File: config.mk
export PLATFORM = sky130hd
export DESIGN_NAME = rdp_front_flat
export DESIGN_NICKNAME = d
export VERILOG_FILES = /design/src/rtl/rdp_pkg.sv /design/src/rtl/rdp_if.sv /design/src/rtl/rdp_front.sv /design/src/flat_wrapper.sv
export SDC_FILE = /design/constraint.sdc
export NUM_CORES = 1
export LEC_CHECK = 0
export BUFFER_PORTS_ARGS = -buffer_cell sky130_fd_sc_hd__buf_2
export CAP_MARGIN = 0
export CELL_PAD_IN_SITES_DETAIL_PLACEMENT = 1
export CELL_PAD_IN_SITES_GLOBAL_PLACEMENT = 1
export CORE_UTILIZATION = 47
export DETAILED_ROUTE_END_ITERATION = 12
export GPL_ROUTABILITY_DRIVEN = 1
export PLACE_DENSITY_LB_ADDON = 0.1
export SKIP_CTS_REPAIR_TIMING = 1
export SYNTH_ARGS = -nofsm -noshare
export SYNTH_HDL_FRONTEND = slang
export SYNTH_SLANG_ARGS = --single-unit
File: constraint.sdc
create_clock -name clk_i -period 5.8 [get_ports clk_i]
set_input_delay 0.87 -clock clk_i [delete_from_list [all_inputs] [get_ports clk_i]]
set_output_delay 0.87 -clock clk_i [all_outputs]
set_load 0.05 [all_outputs]
File: src/rtl/rdp_pkg.sv
// Package for the ring deque pair-pop block: sizes, command codes, queue word
// and back-end state types. No dependencies.
package rdp_pkg;

  localparam int unsigned Depth = 1024;
  localparam int unsigned PtrW  = $clog2(Depth);

  typedef logic [PtrW-1:0] ptr_t;

  // command codes on the input channel
  localparam logic [1:0] CMD_PUSH_FRONT = 2'd0;
  localparam logic [1:0] CMD_PUSH_BACK  = 2'd1;
  localparam logic [1:0] CMD_POP_PAIR   = 2'd2;
  localparam logic [1:0] CMD_RESERVED   = 2'd3;

  typedef enum logic [1:0] {
    OP_PUSH_FRONT,
    OP_PUSH_BACK,
    OP_POP_PAIR
  } rdp_op_e;

  // word handed from the front end to the back end
  typedef struct packed {
    logic               valid;
    rdp_op_e            op;
    logic signed [31:0] value;
  } rdp_q_t;

  // deque status seen by the top level
  typedef struct packed {
    logic empty;
    logic full;
  } rdp_stat_t;

  typedef enum logic [1:0] {
    ST_IDLE,
    ST_RD_BACK,
    ST_SUM_PAIR,
    ST_SUM_ONE
  } rdp_state_e;

  function automatic ptr_t ptr_inc(ptr_t p);
    ptr_t r;
    if (p == ptr_t'(Depth - 1)) r = '0;
    else r = p + ptr_t'(1);
    return r;
  endfunction

  function automatic ptr_t ptr_dec(ptr_t p);
    ptr_t r;
    if (p == '0) r = ptr_t'(Depth - 1);
    else r = p - ptr_t'(1);
    return r;
  endfunction

endpackage

File: src/rtl/rdp_if.sv
// Valid/ready channel interfaces for the command and result words.
// Depends on nothing.
interface rdp_cmd_if;
  logic               valid;
  logic               ready;
  logic [1:0]         cmd;
  logic signed [31:0] value;
  modport source (output valid, output cmd, output value, input ready);
  modport sink   (input valid, input cmd, input value, output ready);
endinterface


File: src/rtl/rdp_front.sv
// Front end: accepts command words, drops the reserved code and queues the
// rest in a two-entry queue. Depends on rdp_pkg and rdp_cmd_if.
module rdp_front (
  input  logic           clk_i,
  input  logic           rst_ni,
  rdp_cmd_if.sink        cmd_i,
  output rdp_pkg::rdp_q_t q_o,
  input  logic           q_pop_i
);

  logic               wr_ptr_q, wr_ptr_d;
  logic               rd_ptr_q, rd_ptr_d;
  logic [1:0]         cnt_q, cnt_d;
  rdp_pkg::rdp_op_e   op_q [2];
  logic signed [31:0] val_q [2];
  rdp_pkg::rdp_op_e   in_op;
  logic               in_keep;
  logic               enq;
  logic               deq;

  always_comb begin
    in_op   = rdp_pkg::OP_PUSH_FRONT;
    in_keep = 1'b1;
    case (cmd_i.cmd)
      rdp_pkg::CMD_PUSH_FRONT: in_op = rdp_pkg::OP_PUSH_FRONT;
      rdp_pkg::CMD_PUSH_BACK:  in_op = rdp_pkg::OP_PUSH_BACK;
      rdp_pkg::CMD_POP_PAIR:   in_op = rdp_pkg::OP_POP_PAIR;
      default:                 in_keep = 1'b0;
    endcase
  end

  assign cmd_i.ready = (cnt_q != 2'd2);
  assign enq = cmd_i.valid && cmd_i.ready && in_keep;
  assign deq = q_pop_i && (cnt_q != 2'd0);

  always_comb begin
    wr_ptr_d = enq ? ~wr_ptr_q : wr_ptr_q;
    rd_ptr_d = deq ? ~rd_ptr_q : rd_ptr_q;
    cnt_d    = cnt_q + 2'(enq) - 2'(deq);
  end

  always_ff @(posedge clk_i or negedge rst_ni) begin
    if (!rst_ni) begin
      wr_ptr_q <= 1'b0;
      rd_ptr_q <= 1'b0;
      cnt_q    <= 2'd0;
    end else begin
      wr_ptr_q <= wr_ptr_d;
      rd_ptr_q <= rd_ptr_d;
      cnt_q    <= cnt_d;
    end
  end

  always_ff @(posedge clk_i) begin
    if (enq) begin
      op_q[wr_ptr_q]  <= in_op;
      val_q[wr_ptr_q] <= cmd_i.value;
    end
  end

  assign q_o.valid = (cnt_q != 2'd0);
  assign q_o.op    = op_q[rd_ptr_q];
  assign q_o.value = val_q[rd_ptr_q];

endmodule

File: src/flat_wrapper.sv
// flat-port wrapper written by rule: the top's interface ports become plain ports
module rdp_front_flat 
  (clk_i, rst_ni, q_o, q_pop_i, cmd_i_valid, cmd_i_cmd, cmd_i_value, cmd_i_ready);
  rdp_cmd_if cmd_i_i ();
  input  logic clk_i;
  input  logic rst_ni;
  output rdp_pkg::rdp_q_t q_o;
  input  logic q_pop_i;
  input wire logic [$bits(cmd_i_i.valid)-1:0] cmd_i_valid;
  input wire logic [$bits(cmd_i_i.cmd)-1:0] cmd_i_cmd;
  input wire logic [$bits(cmd_i_i.value)-1:0] cmd_i_value;
  output wire logic [$bits(cmd_i_i.ready)-1:0] cmd_i_ready;
  assign cmd_i_i.valid = cmd_i_valid;
  assign cmd_i_i.cmd = cmd_i_cmd;
  assign cmd_i_i.value = cmd_i_value;
  assign cmd_i_ready = cmd_i_i.ready;
  rdp_front u_core (.clk_i(clk_i), .rst_ni(rst_ni), .cmd_i(cmd_i_i), .q_o(q_o), .q_pop_i(q_pop_i));
endmodule
## Word level (Yosys, flattened, before mapping)

Memory sizes are Yosys's and may differ from the RTL's.
Cells that the tools add are included.

| word-level totals | value |
|---|---|
| register bits after elaboration | 4 |
| RAM bits | 68 |
| word-level logic and storage cells | 22 |
| memories | 2 |

| operators by class | value |
|---|---|
| $add $sub $neg | 2 |
| equality and inequality tests | 3 |
| muxes and demuxes | 4 |
| bitwise gates (word level) | 2 |
| reductions and logical operators | 6 |

Memory list:

| memory | words | bits a word | rd ports | clocked after Yosys merged registers in | wr ports | line | RTL |
|---|---|---|---|---|---|---|---|
| u_core.val_q | 2 | 32 | 1 | 0 | 1 | rdp_front.sv:15 | `logic signed [31:0] val_q [2];` |
| u_core.op_q | 2 | 2 | 1 | 0 | 1 | rdp_front.sv:14 | `rdp_pkg::rdp_op_e op_q [2];` |

Operator list:

| operator | number |
|---|---|
| case mux 2 bit (2 select lines) | 1 |
| logical AND 1 bit | 3 |
| 2-to-1 mux 1 bit | 3 |
| OR reduction 3 bit | 1 |
| adder 2 x 1 -> 2 bit | 1 |
| == test 2 x 1 -> 1 bit (second input constant) | 1 |
| == test 2 bit (second input constant) | 1 |
| logical NOT 2 bit | 1 |
| != test 2 bit (second input constant) | 1 |
| inverter 1 bit | 2 |
| nonzero test 2 bit | 1 |
| subtractor 2 x 1 -> 2 bit | 1 |

## Longest topological paths before layout

Gate-level depths: netlist (run 1).

| depth | value |
|---|---|
| depth after elaboration | 6 |
| gate-level depth with buffers | 5 |
| gate-level depth less buffers | 5 |

## Least setup slack after synthesis (run 1)

No wires, ideal clock.

| timing | value |
|---|---|
| path kind | input to register |
| start point | input port cmd_i_cmd[1] |
| end point | memory u_core.op_q[0][0] in the netlist's numbering, enable pin |
| setup time | 0.425 ns |
| arrival time | 2.593 ns |
| data required time | 5.375 ns |
| setup slack | 2.782 ns |
| stages | 3 |
| buffers on the path | 0 |
| cell sequence | nand2_1 > nand3_1 > nor2_1 |

| between the ends | value |
|---|---|
| cells in the longest elaborated chain, start to end | 6 |
| elaborated cells on any way between the ends | 8 |

Ends and longest elaborated chain:

| item | line | RTL |
|---|---|---|
| start: declaration | flat_wrapper.sv:10 | `input wire logic [$bits(cmd_i_i.cmd)-1:0] cmd_i_cmd;` |
| == test 2 x 1 -> 1 bit (tied with other cells) | rdp_front.sv:24 | `case (cmd_i.cmd)` |
| OR reduction 3 bit (no source line) (*) | - |  |
| 2-to-1 mux 1 bit (*) | rdp_front.sv:24 |  |
| logical AND 1 bit (*) | rdp_front.sv:33 | `assign enq = cmd_i.valid && cmd_i.ready && in_keep;` |
| 2-to-1 mux 1 bit (*) | rdp_front.sv:55 | `if (enq) begin` |
| 2-to-1 mux 1 bit (implied by the code) (*) | rdp_front.sv:56 | `op_q[wr_ptr_q] <= in_op;` |
| end: declaration | rdp_front.sv:14 |  |

Mark *: on every way between the ends. The rest lies on a longest branch, timed or not.

==> metrics.md, run 1 <==
| Metric | Value |
|---|---|
| Wire per inst | 16.0 microns |
| Leak Pwr | 1.36 nW |
| Crit share post-route | 50.3% |
| Peak VDD IR | 335 uV |
| Root Buffer | clkbuf_8 |
| Cells after DPL | 269 |
| IO Pins | 74 |
| Post-route setup TNS | 0 ns |
| DR vias/cell | 4.91 |
| PwrDens | 556 nW/um^2 |
| Setup crit end kind | output pin |
| Final non-filler cell total | 285 |
| R2R Path End | u_core.val_q[1][28] |
| Post-synthesis async set-or-reset flop share | 5.56% |
| Largest net degree at the start of global routing | 36 |
| Worst path bufs/invs | 1 |
| Detailed Routing Iterations Pass 1 | 4 |
| R2R Path Start | u_core.cnt_q[1] |
| Max Clock Freq | 343 MHz |
| Seq cells post-synth | 72 |
| Row cnt | 27 |
| Most frequent cells after synthesis | 68 x edfxtp_1, 29 x mux2_4, 5 x mux2_2 |
| Dominant synthesized flop cell | edfxtp_1 |
| Worst slew pin tran | 1.06 ns |
| Crit-path max cell delay | 1.07 ns |
| Syn nets | 167 |
| Clock Sink Count | 72 |
| Max Cap Viol | 0 |
| Die Ht | 79.2 microns |
| Pins Over Slew Limit | 0 |
| Routability cong. | 0.634 |
| Layout overhead on the synthesized area | 20.8% |
| CTS Buf Count | 9 |
| Initial antenna violation count | 0 |
| Status | completed |
| Area contributors post-synth | edfxtp_1 73%, mux2_4 16%, dfrtp_1 3.6% |
| Crit-path max FO | 35 |
| Detailed Route WL | 4570 microns |
| Most frequent cell after synthesis | edfxtp_1 |
| Crit path kind | flop to output pin |
| Vias | 1398 |
| Setup crit start kind | flop |
| Diodes inserted | 0 |
| Worst-case clock buffer depth | 2 |
| Slew Limit Headroom | 29.1% |
| Setup Skew | 0.00524 ns |
| Post-Syn Area | 2800 sq um |
| Synth top area share | 72.9% |
| CP cell instances | mux2_2 > buf_2 |
| Post-synthesis sequential area ratio | 76.5% |
| Yosys warning count | 0 |
| Antenna-violating nets left | 0 |
| Hold Vio Cnt, Final | 0 |
| Clock latency on the worst-skew pair | 0.33 ns |
| Data arrival, critical path | 2.05 ns |
| DRC errors left | 0 |
| Half-perimeter wire length after placement | 3080 microns |
| Worst reg2reg setup slack | 3.77 ns |
| Post-place setup slack | 3.20 ns |
| Unrepaired setup endpoints after global routing | no |
| Delay-heaviest family, CP | flip-flops |
| Clock transition at path regs | 0.07 ns |
| Gr usage total | 16.0% |
| Synth Area per Inst | 21.9 sq um |
| Number of global-route vias before repair | 1479 |
| Worst min path class | input port to asynchronous set/reset pin |
| Die area | 6270 sq um |
| Gr ovfl total | 0 |
| Mapped Cells | 128 |
| CTS tree | yes |
| CP max stage cell | dfrtp_2 |
| Initial Util | 49.7% |
| DIE WIDTH | 79.2 microns |
| Post-synth top area cell | edfxtp_1 |
| DRT iter0 DRCs | 58 |
| Layout cells sized above 1 | 57.7% |
| Cell variety after synth | 17 |
| R2R depth | 3 |
| Core area | 5640 sq um |
| Final min period | 2.92 ns |
| Final setup violation count | 0 |
| Critical Path Source | u_core.rd_ptr_q |
| IO Port Bufs | 73 |
| Final WS setup | 2.88 ns |
| Post-layout net count | 247 |
| Critical Path RT | 4.93 ns |
| H-tree depth | 3 |
| Number of synthesized flops with an enable pin | 68 |
| First-pass GRT wire length | 7180 microns |
layout by cell type, fill, tap and decap left out, types with 3 or more instances in the layout:
master / netlist / layout
buf_2: 0 / 73
mux2_4: 29 / 29
dfrtp_1: 4 / 3
edfxtp_1: 68 / 68
xor2_1: 3 / 3
clkbuf_8: 0 / 9
clkbuf_1: 0 / 3
mux2_2: 5 / 5
kinds of logic after synthesis:
group                      after synthesis  share of synthesized area (%)
muxes                                   34                           17.6
DFF                                     72                           76.5
xor gates and xnor gates                 5                           1.56
adders and majority gates                1                          0.447
buffers and inverters                    6                           1.88
and+or+nand+nor                         10                           2.10
worst max-delay path by stage:
stage                          end  cells past startpoint
4_1_cts                     q_o[1]                      2
2_1_floorplan    u_core.op_q[0][0]                      3
3_5_place_dp   u_core.val_q[1][12]                      4
5_1_grt                     q_o[2]                      2
3_3_place_gp               q_o[33]                      2
6_report                    q_o[1]                      2
cell type report:
type / instances / area [sq um]
Timing Repair Buffer: 73 / 365
Fill cell: 519 / 2260
Inverter: 2 / 7.51
Clock inverter: 4 / 21.3
Multi-Input combinational cell: 50 / 622
Sequential cell: 72 / 2140
Tap cell: 72 / 90.1
Clock buffer: 12 / 135
stage by stage:
step / power, mW / utilization [%] / hold WS [ns] / cell area, sq um
2_1_floorplan: 1.45 / - / 0.468 / 2800
3_3_place_gp: 1.57 / 57.2 / 0.535 / 3230
3_5_place_dp: 1.59 / 57.2 / 0.543 / 3230
4_1_cts: 1.91 / 60.0 / 0.317 / 3380
5_1_grt: 1.96 / 60.0 / 0.323 / 3380
6_report: 1.88 / 60.0 / 0.333 / 3380
worst reg2reg max path, cell delays in order (launching register included):
cell and delay [ns]:
dfrtp_1 0.41, nand2b_1 0.12, nand3_1 0.26, nor2_4 0.84
report_power, final:
group	total (mW)	internal (mW)	switching, mW
sequential	0.781	0.686	0.0950
clock	0.318	0.153	0.165
combinational	0.783	0.272	0.511
total	1.88	1.11	0.772
registers in the layout, indices dropped and copies added, names as in the netlist:
signal,cells
u_core.op_q,4
u_core.wr_ptr_q,1
u_core.rd_ptr_q,1
u_core.cnt_q,2
u_core.val_q,64
layer usage:
metal	wire length, microns	vias to the layer above	global-route usage (%)	share of wire, %
li1	-	653	-	-
met5	0	-	0	0
met1	1900	687	18.6	42
met3	231	12	4.71	5.1
met4	97	0	8.36	2.1
met2	2340	46	26.9	51
(Power assumes the default switching activity.)
==> run 2, diff against run 1 <==
--- a/config.mk
+++ b/config.mk
@@ -9,7 +9,7 @@
 export CAP_MARGIN = 0
 export CELL_PAD_IN_SITES_DETAIL_PLACEMENT = 1
 export CELL_PAD_IN_SITES_GLOBAL_PLACEMENT = 1
-export CORE_UTILIZATION = 47
+export CORE_UTILIZATION = 44
 export DETAILED_ROUTE_END_ITERATION = 12
 export GPL_ROUTABILITY_DRIVEN = 1
 export PLACE_DENSITY_LB_ADDON = 0.1
==> constraint.sdc (replaced) <==
create_clock -name clk_i -period 2.8 [get_ports clk_i]
set_input_delay 0.42 -clock clk_i [delete_from_list [all_inputs] [get_ports clk_i]]
set_output_delay 0.42 -clock clk_i [all_outputs]
set_load 0.05 [all_outputs]
==> metrics.md, run 2 (synthesized netlist as in run 1, its figures left out) <==
| Metric | Value |
|---|---|
| Detailed Route WL | 4990 microns (+9.3%) |
| Half-perimeter wire length after placement | 3480 microns (+13%) |
| Crit-path max FO | 16 (-54%) |
| Final WS setup | 0.484 ns (-2.40 ns) |
| Wire per inst | 17.0 microns (+6.3%) |
| Post-place setup slack | 0.813 ns (-2.38 ns) |
| Leak Pwr | 1.44 nW (+6.4%) |
| Biggest regs | u_core.val_q x64, u_core.op_q x4, u_core.cnt_q x2 |
| DRC errors left | 0 (unchanged) |
| PwrDens | 1220 nW/um^2 (+120%) |
| Leading cell types in the layout, fill and taps excluded | 73 x buf_2, 68 x edfxtp_1, 29 x mux2_4 |
| Root Buffer | clkbuf_8 |
| Clock latency on the worst-skew pair | 0.34 ns (about the same) |
| Crit path kind | flop to output pin |
| Die area | 6690 sq um (+6.6%) |
| Final core occ | 59.1% (-0.85 points) |
| Number of flip-flops in the largest register | 64 (unchanged) |
| Setup crit start kind | flop |
| Final min period | 2.32 ns |
| Post-layout net count | 252 (+2.0%) |
| DIE WIDTH | 81.8 microns (+3.3%) |
| Setup crit end kind | output pin |
| Detailed Routing Iterations Pass 1 | 4 (unchanged) |
| Initial Util | 46.5% (-3.2 points) |
| Initial antenna violation count | 0 (unchanged) |
| Core area | 6030 sq um (+6.8%) |
| Gr ovfl total | 0 (unchanged) |
| Max Clock Freq | 432 MHz |
| Setup Skew | 0.00522 ns (-0.0000228 ns) |
| Worst slew pin tran | 0.516 ns (-0.548 ns) |
| Critical Path RT | 2.38 ns (-2.55 ns) |
| Worst-case clock buffer depth | 2 (unchanged) |
| Die Ht | 81.8 microns (+3.3%) |
| Pins Over Slew Limit | 0 (unchanged) |
| Clock Sink Count | 72 (unchanged) |
| CTS Buf Count | 9 (unchanged) |
| Hold_ws | 0.266 ns (-0.0674 ns) |
| Data arrival, critical path | 1.90 ns (-0.15 ns) |
| DR vias/cell | 4.75 (-3.1%) |
| Gr usage total | 16.6% (+0.54 points) |
| Status | completed |
| Final setup violation count | 0 (unchanged) |
| Top reg by flops | u_core.val_q |
| CTS tree | yes |
| IO Pins | 74 (unchanged) |
| Max Cap Viol | 0 (unchanged) |
| Layout overhead on the synthesized area | 27.2% |
| Routability cong. | 0.661 (+4.2%) |
| Antenna-violating nets left | 0 (unchanged) |
| Slew Limit Headroom | 65.5% (+36 points) |
| Diodes inserted | 0 (unchanged) |
| Unrepaired setup endpoints after global routing | no |
| Worst min path class | input port to flop |
| DRT iter0 DRCs | 75 (+29%) |
| H-tree depth | 3 (unchanged) |
| Layout cells sized above 1 | 60.1% (+2.3 points) |
| Largest net degree at the start of global routing | 20 (-44%) |
| Vias | 1393 (-0.36%) |
| IO Port Bufs | 73 (unchanged) |
| Crit share post-route | 82.7% |
| Tot Pwr | 4.36 mW (+130%) |
| First-pass GRT wire length | 7440 microns (+3.6%) |
| Row cnt | 28 (+3.7%) |
| Hold Vio Cnt, Final | 0 (unchanged) |
| Commonest non-fill, non-tap cell in the layout | buf_2 |
| Peak VDD IR | 668 uV (+100%) |
| Clock transition at path regs | 0.08 ns (about the same) |
| Number of global-route vias before repair | 1529 (+3.4%) |
## run 2: metal layers
metal  vias to the layer above  part of all wire [%]  track usage (%)
met5                         -                     0                0
met4                         0                   2.5             10.0
met3                        10                   5.0             5.78
met2                        50                    55             29.0
met1                       671                    38             16.9
li1                        662                     -                -
## run 2: final cells by class
cell class | instances | area (sq um)
multi-input combinational | 50 | 622
inverter | 2 | 7.51
fill | 569 | 2460
clock inverter | 7 | 143
sequential | 72 | 2140
timing repair buffer | 78 | 430
clock buffer | 9 | 124
tap | 75 | 93.8
## run 2: final timing paths
check                                 from                  end  slack, ns  cells after the start
min in group asynchronous           rst_ni      u_core.cnt_q[0]       0.44                      2
setup / recovery           u_core.rd_ptr_q              q_o[33]       0.48                      3
max in group asynchronous           rst_ni      u_core.rd_ptr_q       2.22                      2
setup reg to reg           u_core.cnt_q[1]  u_core.val_q[0][14]       0.97                      4
hold / removal             cmd_i_value[29]  u_core.val_q[0][29]       0.27                      1
hold reg to reg            u_core.wr_ptr_q      u_core.wr_ptr_q       0.56                      1
## run 2: stage by stage
step	cell area, sq um	cells	TNS, ns
after floorplan	2800	128	-12.74
after global placement	3290	276	0
after detailed placement	3290	276	0
after CTS	3550	292	0
after global routing	3560	293	0
final	3560	293	0
## run 2: power by group
group	total (mW)	leakage [nW]	switching, mW	internal, mW
Clock	1.07	0.134	0.383	0.685
Sequential	1.54	0.673	0.122	1.42
Combinational	1.75	0.635	1.16	0.595
Total	4.36	1.44	1.66	2.70
## run 2: critical path: stages (launching register included)
cell	delay [ns]
dfrtp_2	0.67
buf_4	0.32
mux2_2	0.36
buf_2	0.21
